<file path="config.mk">
export PLATFORM = sky130hd
export DESIGN_NAME = vet_cell
export DESIGN_NICKNAME = d
export VERILOG_FILES = /design/src/sv/vet_pkg.sv /design/src/sv/vet_cell.sv
export SDC_FILE = /design/constraint.sdc
export NUM_CORES = 1
export LEC_CHECK = 0
export BUFFER_PORTS_ARGS = -buffer_cell sky130_fd_sc_hd__buf_2
export CELL_PAD_IN_SITES_DETAIL_PLACEMENT = 0
export CELL_PAD_IN_SITES_GLOBAL_PLACEMENT = 1
export CORE_AREA = 2 2 268 270
export DETAILED_ROUTE_END_ITERATION = 10
export DIE_AREA = 0 0 270 272
export PLACE_DENSITY_LB_ADDON = 0.15
export SETUP_SLACK_MARGIN = 0.2
export SYNTH_ARGS = -nofsm -noshare
export SYNTH_HDL_FRONTEND = slang
export SYNTH_SLANG_ARGS = --single-unit
</file>
<file path="constraint.sdc">
create_clock -name clk -period 3.1 [get_ports clk]
set_input_delay 0.31 -clock clk [delete_from_list [all_inputs] [get_ports clk]]
set_output_delay 0.31 -clock clk [all_outputs]
set_load 0.05 [all_outputs]
</file>
<file path="src/sv/vet_pkg.sv">
`timescale 1ns / 1ps
package vet_pkg;

	localparam int ENTRIES     = 64;
	localparam int MAX_MATCHES = 16;
	localparam int IDX_W       = (ENTRIES > 1) ? $clog2(ENTRIES) : 1;
	localparam int NW          = $clog2(MAX_MATCHES + 1);
	localparam int BUF_W       = (MAX_MATCHES > 1) ? $clog2(MAX_MATCHES) : 1;
	// a pass lets the wave cross every cell and settle after a table write
	localparam int PASS_LEN    = ENTRIES + 1;
	localparam int TMR_W       = $clog2(PASS_LEN + 1);

	typedef enum logic [2:0] {
		OP_ADD, OP_ADD_VER, OP_REMOVE, OP_LOOKUP,
		OP_QUERY_FWD, OP_QUERY_REV, OP_ERASE, OP_CLEAR
	} op_t;

	typedef enum logic [2:0] {
		ST_OK, ST_INVALID, ST_STALE, ST_NOT_FOUND, ST_FULL
	} status_t;

	typedef struct packed {
		op_t         op;
		logic [63:0] type_id;
		logic [31:0] from_entity;
		logic [31:0] to_entity;
		logic [63:0] value;
		logic [31:0] version;
		logic [4:0]  max_out;
	} req_t;

	typedef struct packed {
		status_t     status;
		logic [31:0] entity;
		logic [63:0] edge_value;
		logic [31:0] edge_version;
		logic [4:0]  count;
		logic        last;
	} rsp_t;

	// key, write data and commands broadcast to every cell
	typedef struct packed {
		logic [63:0]      typ;
		logic [31:0]      src;
		logic [31:0]      tgt;
		logic [63:0]      val;
		logic [31:0]      stamp;
		logic             fwd;
		logic             have_prev;
		logic [31:0]      prev;
		logic [IDX_W-1:0] idx;
		logic             wr_en;
		logic             rm_en;
		logic             erase_en;
		logic             clear_en;
	} bcast_t;

	// running selection handed from cell to cell
	typedef struct packed {
		logic             hit_f;
		logic [IDX_W-1:0] hit_idx;
		logic [63:0]      hit_pay;
		logic [31:0]      hit_stamp;
		logic             free_f;
		logic [IDX_W-1:0] free_idx;
		logic             min_f;
		logic [31:0]      min_other;
		logic [63:0]      min_pay;
	} cand_t;

endpackage

</file>
<file path="src/sv/vet_cell.sv">
`timescale 1ns / 1ps
module vet_cell import vet_pkg::*; (
	input  logic             clk,
	input  logic             arst_n,
	input  logic [IDX_W-1:0] idx,
	input  bcast_t           bc,
	input  cand_t            cand_in,
	output cand_t            cand_out
);

	logic        valid_q;
	logic [63:0] typ_q;
	logic [31:0] src_q;
	logic [31:0] tgt_q;
	logic [63:0] pay_q;
	logic [31:0] stamp_q;

	logic        hit, cand, sel_mine;
	logic [31:0] key, other;
	cand_t       nxt;

	always_comb begin
		key   = bc.fwd ? src_q : tgt_q;
		other = bc.fwd ? tgt_q : src_q;
		hit   = valid_q && typ_q == bc.typ && src_q == bc.src && tgt_q == bc.tgt;
		cand  = valid_q && typ_q == bc.typ && key == (bc.fwd ? bc.src : bc.tgt) &&
			(!bc.have_prev || other > bc.prev);
		sel_mine = cand && (!cand_in.min_f || other < cand_in.min_other);
		nxt = cand_in;
		// keep the earliest hit and free slot, the smallest other endpoint
		if (!cand_in.hit_f && hit) begin
			nxt.hit_f     = 1'b1;
			nxt.hit_idx   = idx;
			nxt.hit_pay   = pay_q;
			nxt.hit_stamp = stamp_q;
		end
		if (!cand_in.free_f && !valid_q) begin
			nxt.free_f   = 1'b1;
			nxt.free_idx = idx;
		end
		if (sel_mine) begin
			nxt.min_f     = 1'b1;
			nxt.min_other = other;
			nxt.min_pay   = pay_q;
		end
	end

	always_ff @(posedge clk or negedge arst_n) begin
		if (!arst_n) begin
			valid_q <= 1'b0;
		end else if (bc.clear_en) begin
			valid_q <= 1'b0;
		end else if (bc.erase_en && (src_q == bc.src || tgt_q == bc.src)) begin
			valid_q <= 1'b0;
		end else if (bc.rm_en && idx == bc.idx) begin
			valid_q <= 1'b0;
		end else if (bc.wr_en && idx == bc.idx) begin
			valid_q <= 1'b1;
		end
	end

	always_ff @(posedge clk) begin
		if (bc.wr_en && idx == bc.idx) begin
			typ_q   <= bc.typ;
			src_q   <= bc.src;
			tgt_q   <= bc.tgt;
			pay_q   <= bc.val;
			stamp_q <= bc.stamp;
		end
		cand_out <= nxt;
	end

endmodule

</file>
* After elaboration in Yosys (flattened, before gate mapping) *
Index checks and enable logic that the tools add are counted.

cells by class
  $lt $le $gt $ge = 2
  equal/unequal tests = 6
  multiplexer cells = 10
  reductions and logical operators = 20

operator list
  cell                            count
  32-bit == test                  4
  102-bit two-way mux             1
  32-bit two-way mux              3
  96-bit two-way mux              1
  64-bit == test                  1
  32-bit greater-than comparator  1
  32-bit < comparator             1
  1-bit logical AND               11
  6-bit == test                   1
  6-bit two-way mux               1
  1-bit logical NOT               5
  1-bit two-way mux               4
  4-bit nonzero test              1
  1-bit logical OR                3

word-level totals
  register bits = 432
  bits of input ports = 483
  logic and storage cells = 53

* Logic depth before layout (Yosys ltp) *
Gate-level depths: netlist (run 1).

  depth after elaboration = 6
  mapped depth = 13
  depth with buffers taken out = 9

* Worst setup path after synthesis (run 1) *
OpenSTA, ideal clock, no wires.

  path type = input -> register
  from = input port idx[4]
  to = register valid_q
  arrival time = 6436 ps
  data required time = 3000 ps
  slack = -3436 ps
  stages on the path = 6
  path buffers = 0
  path through = xnor2_1 nand4_1 nor3_1 and2_1 o21ai_0 a21oi_1

between the ends
  cells in the longest elaborated chain, start to end = 5
  elaborated cells on any way between the ends = 7
  those cells by class = eq/ne (1); mux (3); reduce/logical (3)

ends and longest elaborated chain
  what                  RTL line                        RTL
  from (decl)           vet_cell.sv:5                   input logic [IDX_W-1:0] idx,
  6-bit == test (*)     vet_cell.sv:55, vet_cell.sv:57
  1-bit logical AND     vet_cell.sv:55                  end else if (bc.rm_en && idx == bc.idx) begin
  1-bit two-way mux     vet_cell.sv:55
  1-bit two-way mux     vet_cell.sv:53                  end else if (bc.erase_en && (src_q == bc.src || tgt_q == bc.src)) begin
  1-bit two-way mux     vet_cell.sv:51                  end else if (bc.clear_en) begin
  to (signal assigned)  vet_cell.sv:52                  valid_q <= 1'b0;
  to (signal assigned)  vet_cell.sv:54                  valid_q <= 1'b0;
  to (signal assigned)  vet_cell.sv:56                  valid_q <= 1'b0;
  to (decl)             vet_cell.sv:11                  logic valid_q;

Every way passes the cells marked *; elsewhere a longest branch is shown, timed or not.
A chain may end at the register's enable or synchronous reset.

==> reports/qor.csv, run 1 <==
metric,value,unit
first-pass GRT wire length,105,mm
Critical Path Fanout Max,8,
synthesized flop and latch total,432,
top_reg_cell synth,edfxtp_1,
cell area after synthesis,17500,um2
Yosys top cell by area,edfxtp_1,
met1 usage,22.8,%
fraction of layout cells with a size suffix above 1,49.4,%
Skew-Pair Late Insertion Delay,0.60,ns
Layout area overhead,77.4,%
vias in the first global route,16500,
clk sinks,432,
final hold violations,0,
outcome,"complete, but fails checks",
minimum clock period,3.28,ns
r2r startpoint,src_q[30],
worst clock skew,0.0196,ns
Finished Cell Area,31100,um2
core area,70800,um2
Synth top area share,38.3,%
Gate Count Post-Synth,1177,
Max Clk Rate,305,MHz
routability cong.,0.853,
"Seq/Total Area, Yosys",62.1,%
Post-Synth XOR/XNOR Area,7.29,%
gr usage total,19.2,%
Die ar.,73400,um2
r2r setup slk,-0.18,ns
DRC viols,0,
CP Data Required Time,3.57,ns
Critical Path Source Type,flop,
Mean Syn Cell Area,14.9,um2
Syn Nets,1723,
setup total negative slack,-16.49,ns
Fill cells,6733,
CP Capture Type,flop,
Final Cycle Share,106,%
Antenna Nets Post-Route,0,
Async SR Flop Fraction,0.231,%
register area,10900,um2
ranking of synthesized cells by area,"edfxtp_1 38%, dfxtp_1 24%, mux2_2 11%, mux2_4 5.9%, xor2_1 5.2%",
Simple-Gate Fraction of Synth Area,3.96,%
DRT iter0 DRCs,598,
Worst VDD drop,0.000345,V
CTS tree,done,
initial antenna violation count,18,
die width,270,um
worst hold path class,input pin to flop,
Die H,272,um
number of buffers created by CTS,52,
Setup CP Type,flop to flop,
grt ovf,0,
largest net degree at the start of global routing,73,
Critical Path AT,3.76,ns
Pleak,13.8,nW
htree depth,2,
Vias/cell,4.15,
fin. max-slew vios,0,
Worst Min Path Start,bc[193],
Post-Synth Adder-Cell Area,4.49,%
Least-Margin Pin Slew,0.778,ns
Final setup viols,156,
GR Util met3,5.30,%
Worst Hold Slack,0.0447,ns
Power Total,14.6,mW
# port buffers,689,
GRT busiest layer,met2,
Slew headroom,48.0,%
max-cap check violation count,0,
final worst slack,-0.184,ns
largest family of logic cells by synthesized area,multiplexers,
Synth Area in Compound Gates,2.80,%
Worst Hold Path Cells,2,
drt first pass iters,5,
footprint of the multi-input gates,6590,um2
Row Count,98,
placed cell area,23600,um2
Avg WL per Cell,20.8,um
DPL Wire Length,54.4,mm
Root Buffer,clkbuf_16,
pwr dens,468,nW/um2
setup repair after global routing missed its margin,true,
Initial Utilization,24.8,%
multiplexer share of the synthesized area,16.6,%
top post-synthesis cells by count,"224 x edfxtp_1, 207 x dfxtp_1, 165 x mux2_2, 104 x xor2_1, 83 x inv_1",
hold endpoint,src_q[21],
Top Ports,690,
Ys Warns,0,
Layout Nets,3103,
most common cell in the netlist,edfxtp_1,
vias,14800,
final WL,74.0,mm
Post-synth EDFFs,224,
met2 GRT Util,34.6,%
Reg2Reg Depth,12,
Post-Place Setup Slack,-0.733,ns
Max Buffers Root-to-Sink,3,
library cells used by synthesis,48,
Worst-path clk slew,0.06,ns
failing checks,setup timing,
R2R Path End,cand_out[90],
## worst max path at each step
| stage | from | endpoint | slack, ns |
|---|---|---|---|
| final | src_q[30] | cand_out[90] | -0.18 |
| after global routing | src_q[30] | cand_out[45] | -0.28 |
| after CTS | tgt_q[9] | cand_out[90] | -0.25 |
| after detailed placement | bc[43] | cand_out[65] | -0.73 |
| after global placement | bc[43] | cand_out[78] | -0.71 |
| after floorplan | bc[43] | cand_out[66] | -0.11 |
## cell families (layout without fill, tap and decap cells)
family / count (synthesis) / in the layout
compound gates: 73 / 73
xor+xnor: 146 / 146
simple gates: 118 / 118
buf+inv: 109 / 1533
mux: 236 / 236
flops: 432 / 432
other cells: 0 / 7
fa+ha+maj: 63 / 63
## critical path, stage by stage, from the launching register on
cell and delay (ns):
edfxtp_1 0.49, mux2_4 0.35, ha_1 0.32, nand4_1 0.20
buf_4 0.20, buf_4 0.14, o2111ai_4 0.23, a21oi_4 0.06
nor4_4 0.31, buf_12 0.18, buf_8 0.14, clkbuf_16 0.18
mux2_2 0.34
## state kept, by name, indices dropped and copies added (netlist names)
register and flops:
valid_q 1, typ_q 64, tgt_q 32, stamp_q 32
src_q 32, pay_q 64, cand_out 207
## layer usage
layer	vias to the layer above	wire (um)
met5	-	115
met4	20	1280
met3	94	4650
met2	398	37700
met1	7174	30300
li1	7073	-
## through the flow
stage	utilization [%]	cells
after floorplan	-	1177
after global placement	33.4	2966
after detailed placement	33.4	2966
after CTS	43.3	3531
after global routing	44.0	3554
final	44.0	3558
## cells in the final DEF (no fill, tap or decap), types with 9 or more instances in the layout
master / synthesis / routed
a21o_1: 10 / 10
a21oi_1: 25 / 21
buf_12: 0 / 23
buf_16: 0 / 24
buf_2: 13 / 689
buf_4: 0 / 172
buf_6: 8 / 9
clkbuf_1: 5 / 14
clkbuf_16: 0 / 58
clkbuf_8: 0 / 10
clkinv_2: 0 / 9
dfxtp_1: 207 / 207
dlygate4sd3_1: 0 / 427
edfxtp_1: 224 / 224
ha_1: 63 / 50
ha_4: 0 / 13
inv_1: 83 / 83
mux2_2: 165 / 147
mux2_4: 69 / 87
nand2_1: 12 / 12
nand2b_1: 10 / 10
nand4_1: 28 / 28
nor2_1: 11 / 9
nor4_1: 28 / 22
xnor2_1: 42 / 41
xor2_1: 104 / 104
## repair_timing
| action | in CTS | in global routing |
|---|---|---|
| resized for setup | 67 | 33 |
| cloned | 17 | 5 |
| hold buffers | 427 | 0 |
| pin swaps | 15 | 22 |
| setup buffers | 23 | 15 |
| setup endpoints to repair | 200 | 199 |
| endpoints found under the hold margin | 415 | 0 |
## area by class of cell
cell class	count	share of cell area (%)
sequential	432	35.0
timing repair buffer	1352	33.4
multi-input combinational	636	21.2
clock buffer	77	4.87
tap	950	3.82
inverter	83	1.00
clock inverter	21	0.635
antenna	7	0.0563
## power by group
part,internal (mW),switching (mW)
Sequential,6.19,0.0601
Combinational,1.06,1.18
Clock,3.49,2.59
Total,10.7,3.83
(Power assumes the default switching activity.)
==> inputs of run 2 (changes only) <==
--- a/config.mk
+++ b/config.mk
@@ -11,6 +11,7 @@
 export CORE_AREA = 2 2 268 270
 export DETAILED_ROUTE_END_ITERATION = 10
 export DIE_AREA = 0 0 270 272
+export GPL_TIMING_DRIVEN = 0
 export PLACE_DENSITY_LB_ADDON = 0.15
 export SETUP_SLACK_MARGIN = 0.2
 export SYNTH_ARGS = -nofsm -noshare
==> run 2 against run 1 <==
The flow still finishes with violations (setup timing). Wire length down 3.2%. Clock skew shrank 0.0021 ns. Sequential cell count unchanged. Final cell count fell by 3.6%. Clock-buffer cell count increased by 1. Critical path type unchanged.
==> reports/qor.csv, run 2 (same netlist as run 1, synthesis figures left out) <==
metric,value,unit
DRT iter0 DRCs,534,
core area,70800,um2
fin. max-slew vios,0,
initial antenna violation count,14,
CP max stage cell,or3_4,
Max Clk Rate,296,MHz
number of buffers created by CTS,52,
Setup CP Type,flop to flop,
worst clock skew,0.0175,ns
Post-Place Setup Slack,-1.48,ns
Worst VDD drop,0.000400,V
htree depth,2,
die width,270,um
routability cong.,0.844,
r2r setup slk,-0.28,ns
CTS tree,done,
Worst Hold Path Cells,2,
Critical Path Fanout Max,5,
placed cell area,22500,um2
Least-Margin Pin Slew,0.713,ns
CP dominant cell by count,a21oi_4,
Reg2Reg Depth,12,
Crit path largest cell delay,0.46,ns
Critical Path Source Type,flop,
gr usage total,18.6,%
pwr dens,487,nW/um2
Pleak,13.2,nW
Worst Min Path Start,idx[3],
drt first pass iters,6,
CP Capture Type,flop,
Max Buffers Root-to-Sink,3,
first-pass GRT wire length,101,mm
Final Cycle Share,109,%
Layout Nets,2978,
Skew-Pair Late Insertion Delay,0.60,ns
"Most flops, register",cand_out,
failing checks,setup timing,
vias,14200,
"most common cell after layout, fill and taps aside",buf_2,
Top Registers,"cand_out (207), pay_q (64), typ_q (64)",
Initial Utilization,24.8,%
Layout area overhead,72.3,%
DRC viols,0,
final hold violations,0,
Antenna Nets Post-Route,0,
Die H,272,um
Final setup viols,116,
max reg flops,207,
Slew headroom,52.3,%
outcome,"complete, but fails checks",
Worst Hold Slack,0.0443,ns
fraction of layout cells with a size suffix above 1,46.1,%
r2r startpoint,src_q[15],
Row Count,98,
worst-path cell chain,mux2_4 > ha_4 > nand4_1 > or3_4 > a21oi_4 > or4b_4 > a21oi_4 > nor4_4 > buf_12 > buf_16 > clkbuf_16 > mux2_2,
Critical Path AT,3.85,ns
grt ovf,0,
Inst Count DP,2819,
Worst-path clk slew,0.06,ns
Avg WL per Cell,20.9,um
CP Data Required Time,3.57,ns
vias in the first global route,15600,
DPL Wire Length,53.6,mm
Finished Cell Area,30200,um2
# port buffers,688,
most frequent cells in the layout,"688 x buf_2, 443 x dlygate4sd3_1, 224 x edfxtp_1",
Die ar.,73400,um2
Root Buffer,clkbuf_16,
final worst slack,-0.277,ns
final WL,71.6,mm
Top Ports,690,
max-cap check violation count,0,
R2R Path End,cand_out[86],
setup repair after global routing missed its margin,true,
clk sinks,432,
hold endpoint,cand_out[203],
Vias/cell,4.15,
minimum clock period,3.38,ns
largest net degree at the start of global routing,55,
worst hold path class,input pin to flop,
Finished Layout Cells,3431,
-- run 2: cell types whose count changed in the layout (fill, tap and decap cells not counted), moves of 3 or more --
cell           previous run  this run
mux2_2                  147       144
dlygate4sd3_1           427       443
mux2_4                   87        90
a21oi_2                   3         0
buf_16                   24        17
buf_4                   172        32
buf_12                   23        27
clkbuf_16                58        62
o21ai_1                   3         0
-- run 2: final cells by class --
type / count / area, um2
Antenna cell: 5 / 12.5
Buffer: 26 / 539
Clock buffer: 78 / 1560
Clock inverter: 20 / 211
Fill cell: 6844 / 40500
Inverter: 83 / 312
Multi-Input combinational cell: 637 / 6610
Sequential cell: 432 / 10900
Tap cell: 950 / 1190
Timing Repair Buffer: 1200 / 8900
-- run 2: worst max-delay path by stage --
stage	startpoint	end	slack, ns	depth (start not counted)
6_report	src_q[15]	cand_out[86]	-0.28	12
2_1_floorplan	bc[43]	cand_out[66]	-0.11	13
4_1_cts	tgt_q[12]	cand_out[84]	-0.29	12
5_1_grt	tgt_q[10]	cand_out[56]	-0.37	13
3_3_place_gp	bc[43]	cand_out[84]	-1.46	11
3_5_place_dp	bc[43]	cand_out[84]	-1.48	13
-- run 2: where the power goes --
part	switching, mW	internal (mW)	total [mW]
Sequential	0.0545	6.19	6.25
Clock	2.58	3.76	6.34
Combinational	1.15	1.01	2.16
-- run 2: layer usage --
metal  vias to the layer above  track usage, %  wire, um
met5                         -               0        70
met3                        89            4.74      4290
met4                        12            3.99      1400
met1                      6913            22.5     29800
li1                       6827               -         -
met2                       408            33.1     36000
-- run 2: what timing repair did --
action / in CTS / in global routing
pin swaps: 18 / 22
gates resized for setup: 133 / 23
hold endpoints to repair: 432 / 0
hold buffers: 443 / 0
setup buffers: 44 / 7
cloned: 11 / 4
setup endpoints to repair: 199 / 252
-- run 2: critical path: cells and delay by family, from the launching register on --
family                   cells  cell delay [ns]
adder cells (fa/ha/maj)      1             0.28
buffers and inverters        3             0.53
AO/OA/AOI/OAI                2             0.21
AND/OR/NAND/NOR              4             1.14
flip-flops                   1             0.40
multiplexers                 2             0.66
-- run 2: metrics by stage --
stage | setup TNS, ns | utilization [%] | power, mW
3_3_place_gp | -394.09 | 31.6 | 7.99
3_5_place_dp | -154.08 | 31.8 | 8.00
4_1_cts | -35.49 | 42.4 | 14.9
6_report | -21.98 | 42.7 | 14.7
2_1_floorplan | -2.51 | - | 7.31
5_1_grt | -38.34 | 42.7 | 15.3
==> inputs of run 3 (changes only) <==
--- a/config.mk
+++ b/config.mk
@@ -8,9 +8,9 @@
 export BUFFER_PORTS_ARGS = -buffer_cell sky130_fd_sc_hd__buf_2
 export CELL_PAD_IN_SITES_DETAIL_PLACEMENT = 0
 export CELL_PAD_IN_SITES_GLOBAL_PLACEMENT = 1
-export CORE_AREA = 2 2 268 270
+export CORE_AREA = 2 2 271 273
 export DETAILED_ROUTE_END_ITERATION = 10
-export DIE_AREA = 0 0 270 272
+export DIE_AREA = 0 0 273 275
 export GPL_TIMING_DRIVEN = 0
 export PLACE_DENSITY_LB_ADDON = 0.15
 export SETUP_SLACK_MARGIN = 0.2
==> run 3 against run 2 <==
The flow still finishes with violations (setup timing). Global-route usage fell by 0.50 points. Final cell count is 0.85% higher. Die area rose by 2.2%. Non-clock buffer count grew 17. Setup slack got worse by 0.0045 ns. Design area rose by 1.1%. Total power fell by 2.0%. Sequential cell count unchanged. Core utilization shrank 0.49 points. Clock skew increased by 0.024 ns. Register-to-register slack barely moved. Critical path type unchanged. Critical endpoint is now cand_out[2].
==> reports/qor.csv, run 3 (same netlist as run 1, synthesis figures left out) <==
metric,value,unit
outcome,"complete, but fails checks",
failing checks,setup timing,
final worst slack,-0.282,ns
P_int,10.6,mW
Slew headroom,56.1,%
DRC viols,0,
Post-Place Setup Slack,-1.44,ns
Switch Pwr,3.81,mW
r2r setup slk,-0.28,ns
Inst Count DP,2828,
fin. max-slew vios,0,
CP endpoint,cand_out[2],
Crit path largest cell delay,0.40,ns
"Most flops, register",cand_out,
Initial Utilization,24.3,%
r2r startpoint,tgt_q[13],
Row Count,99,
placed cell area,22500,um2
number of buffers created by CTS,52,
final hold violations,0,
# port buffers,688,
htree depth,2,
Worst VDD drop,0.000429,V
grt ovf,0,
Die ar.,75100,um2
Worst-path clk slew,0.06,ns
Critical Path Source Type,flop,
pwr dens,473,nW/um2
worst clock skew,0.0410,ns
Top Registers,"cand_out (207), pay_q (64), typ_q (64)",
Max Buffers Root-to-Sink,3,
max reg flops,207,
first-pass GRT wire length,98.9,mm
minimum clock period,3.38,ns
Setup CP Type,flop to flop,
crit path launch,tgt_q[13],
core area,72300,um2
Avg WL per Cell,20.9,um
drt first pass iters,4,
Layout Nets,2995,
Power Total,14.4,mW
Finished Cell Area,30600,um2
routability cong.,0.821,
Gate power share,15.3,%
Final setup viols,96,
Critical Path AT,3.86,ns
CP Capture Type,flop,
fraction of layout cells with a size suffix above 1,47.2,%
Top Ports,690,
initial antenna violation count,17,
Die H,275,um
footprint of the multi-input gates,6900,um2
"most common cell after layout, fill and taps aside",buf_2,
Vias/cell,4.14,
Final Cycle Share,109,%
Worst Hold Path Cells,2,
R2R Path End,cand_out[2],
Critical Path Fanout Max,5,
Antenna Nets Post-Route,0,
Finished Layout Cells,3460,
gr usage total,18.1,%
Reg2Reg Depth,12,
vias in the first global route,15600,
die width,273,um
clk sinks,432,
CP Data Required Time,3.58,ns
Layout area overhead,74.2,%
DPL Wire Length,54.1,mm
Worst Min Path Start,cand_in[95],
Final Core Density,42.2,%
register area,10900,um2
setup repair after global routing missed its margin,true,
Fill cells,6883,
largest net degree at the start of global routing,60,
worst hold path class,input pin to flop,
Max Clk Rate,296,MHz
vias,14300,
CP max stage cell,edfxtp_1,
Reg power frac,43.2,%
max-cap check violation count,0,
Skew-Pair Late Insertion Delay,0.62,ns
clock power share,41.5,%
Least-Margin Pin Slew,0.659,ns
DRT iter0 DRCs,548,
CTS tree,done,
CP dominant cell by count,a21o_1,
worst-path cell chain,mux2_4 > ha_4 > a21o_1 > a21o_1 > a21oi_4 > o22ai_2 > o31a_1 > nor4_4 > buf_12 > buf_16 > buf_4 > mux2_2,
Root Buffer,clkbuf_16,
final WL,72.4,mm
switching share of power,26.4,%
most frequent cells in the layout,"688 x buf_2, 444 x dlygate4sd3_1, 224 x edfxtp_1",
Pleak,13.4,nW
==> run 3: changes by cell type in the layout (fill, tap and decap cells not counted), sizes merged <==
cell         delta
clkinv          +5
inv             -1
bufinv          -2
diode           +4
clkbuf          -5
dlygate4sd3     +1
clkinvlp        +2
buf            +16
==> run 3: worst max-delay path: cells and delay by family, from the launching register on <==
| family | cells | cell delay (ns) |
|---|---|---|
| AOI/OAI and AO/OA | 5 | 1.08 |
| adders and majority gates | 1 | 0.22 |
| buffers and inverters | 3 | 0.54 |
| DFF | 1 | 0.40 |
| muxes | 2 | 0.65 |
| and+or+nand+nor | 1 | 0.33 |
==> run 3: per-stage QoR <==
| stage | hold slack, ns | TNS (ns) |
|---|---|---|
| final | 0.0352 | -21.20 |
| after CTS | 0.0171 | -32.36 |
| after global placement | 0.0883 | -389.81 |
| after floorplan | 0.0144 | -2.51 |
| after global routing | 0.0315 | -32.52 |
| after detailed placement | 0.0896 | -143.27 |
==> run 3: worst min path at each step <==
stage	endpoint	slack [ns]
final	cand_out[95]	0.04
after CTS	cand_out[203]	0.02
after global routing	cand_out[203]	0.03
after global placement	valid_q	0.09
after detailed placement	valid_q	0.09
after floorplan	valid_q	0.01
==> run 3: power groups by stage <==
stage	sequential, mW	combinational (mW)	clock, mW
6_report	6.25	2.21	5.99
5_1_grt	6.26	2.35	6.39
4_1_cts	6.25	2.17	6.18
3_5_place_dp	6.37	1.64	0
3_3_place_gp	6.37	1.63	0
2_1_floorplan	6.88	0.434	0
==> run 3: cell type report <==
| type | count | share of cell area, % |
|---|---|---|
| tap | 959 | 3.93 |
| clock inverter | 24 | 0.667 |
| inverter | 83 | 1.02 |
| sequential | 432 | 35.7 |
| timing repair buffer | 1217 | 29.5 |
| clock buffer | 73 | 4.81 |
| antenna | 9 | 0.0737 |
| multi-input combinational | 637 | 22.6 |
| buffer | 26 | 1.78 |
==> run 3: metal layers <==
metal  vias up  routed length [um]  global-route usage (%)
met4        22                1930                    5.45
li1       6857                   -                       -
met5         -                 129                       0
met1      6873               29300                    21.3
met3       124                5500                    5.83
met2       457               35500                    31.2
==> run 3: what timing repair did <==
action	CTS	global route
setup buffers	48	17
gates resized for setup	124	76
setup endpoints to repair	199	242
pin swaps	20	20
hold buffers	444	0
endpoints found under the hold margin	432	0
cloned	14	3
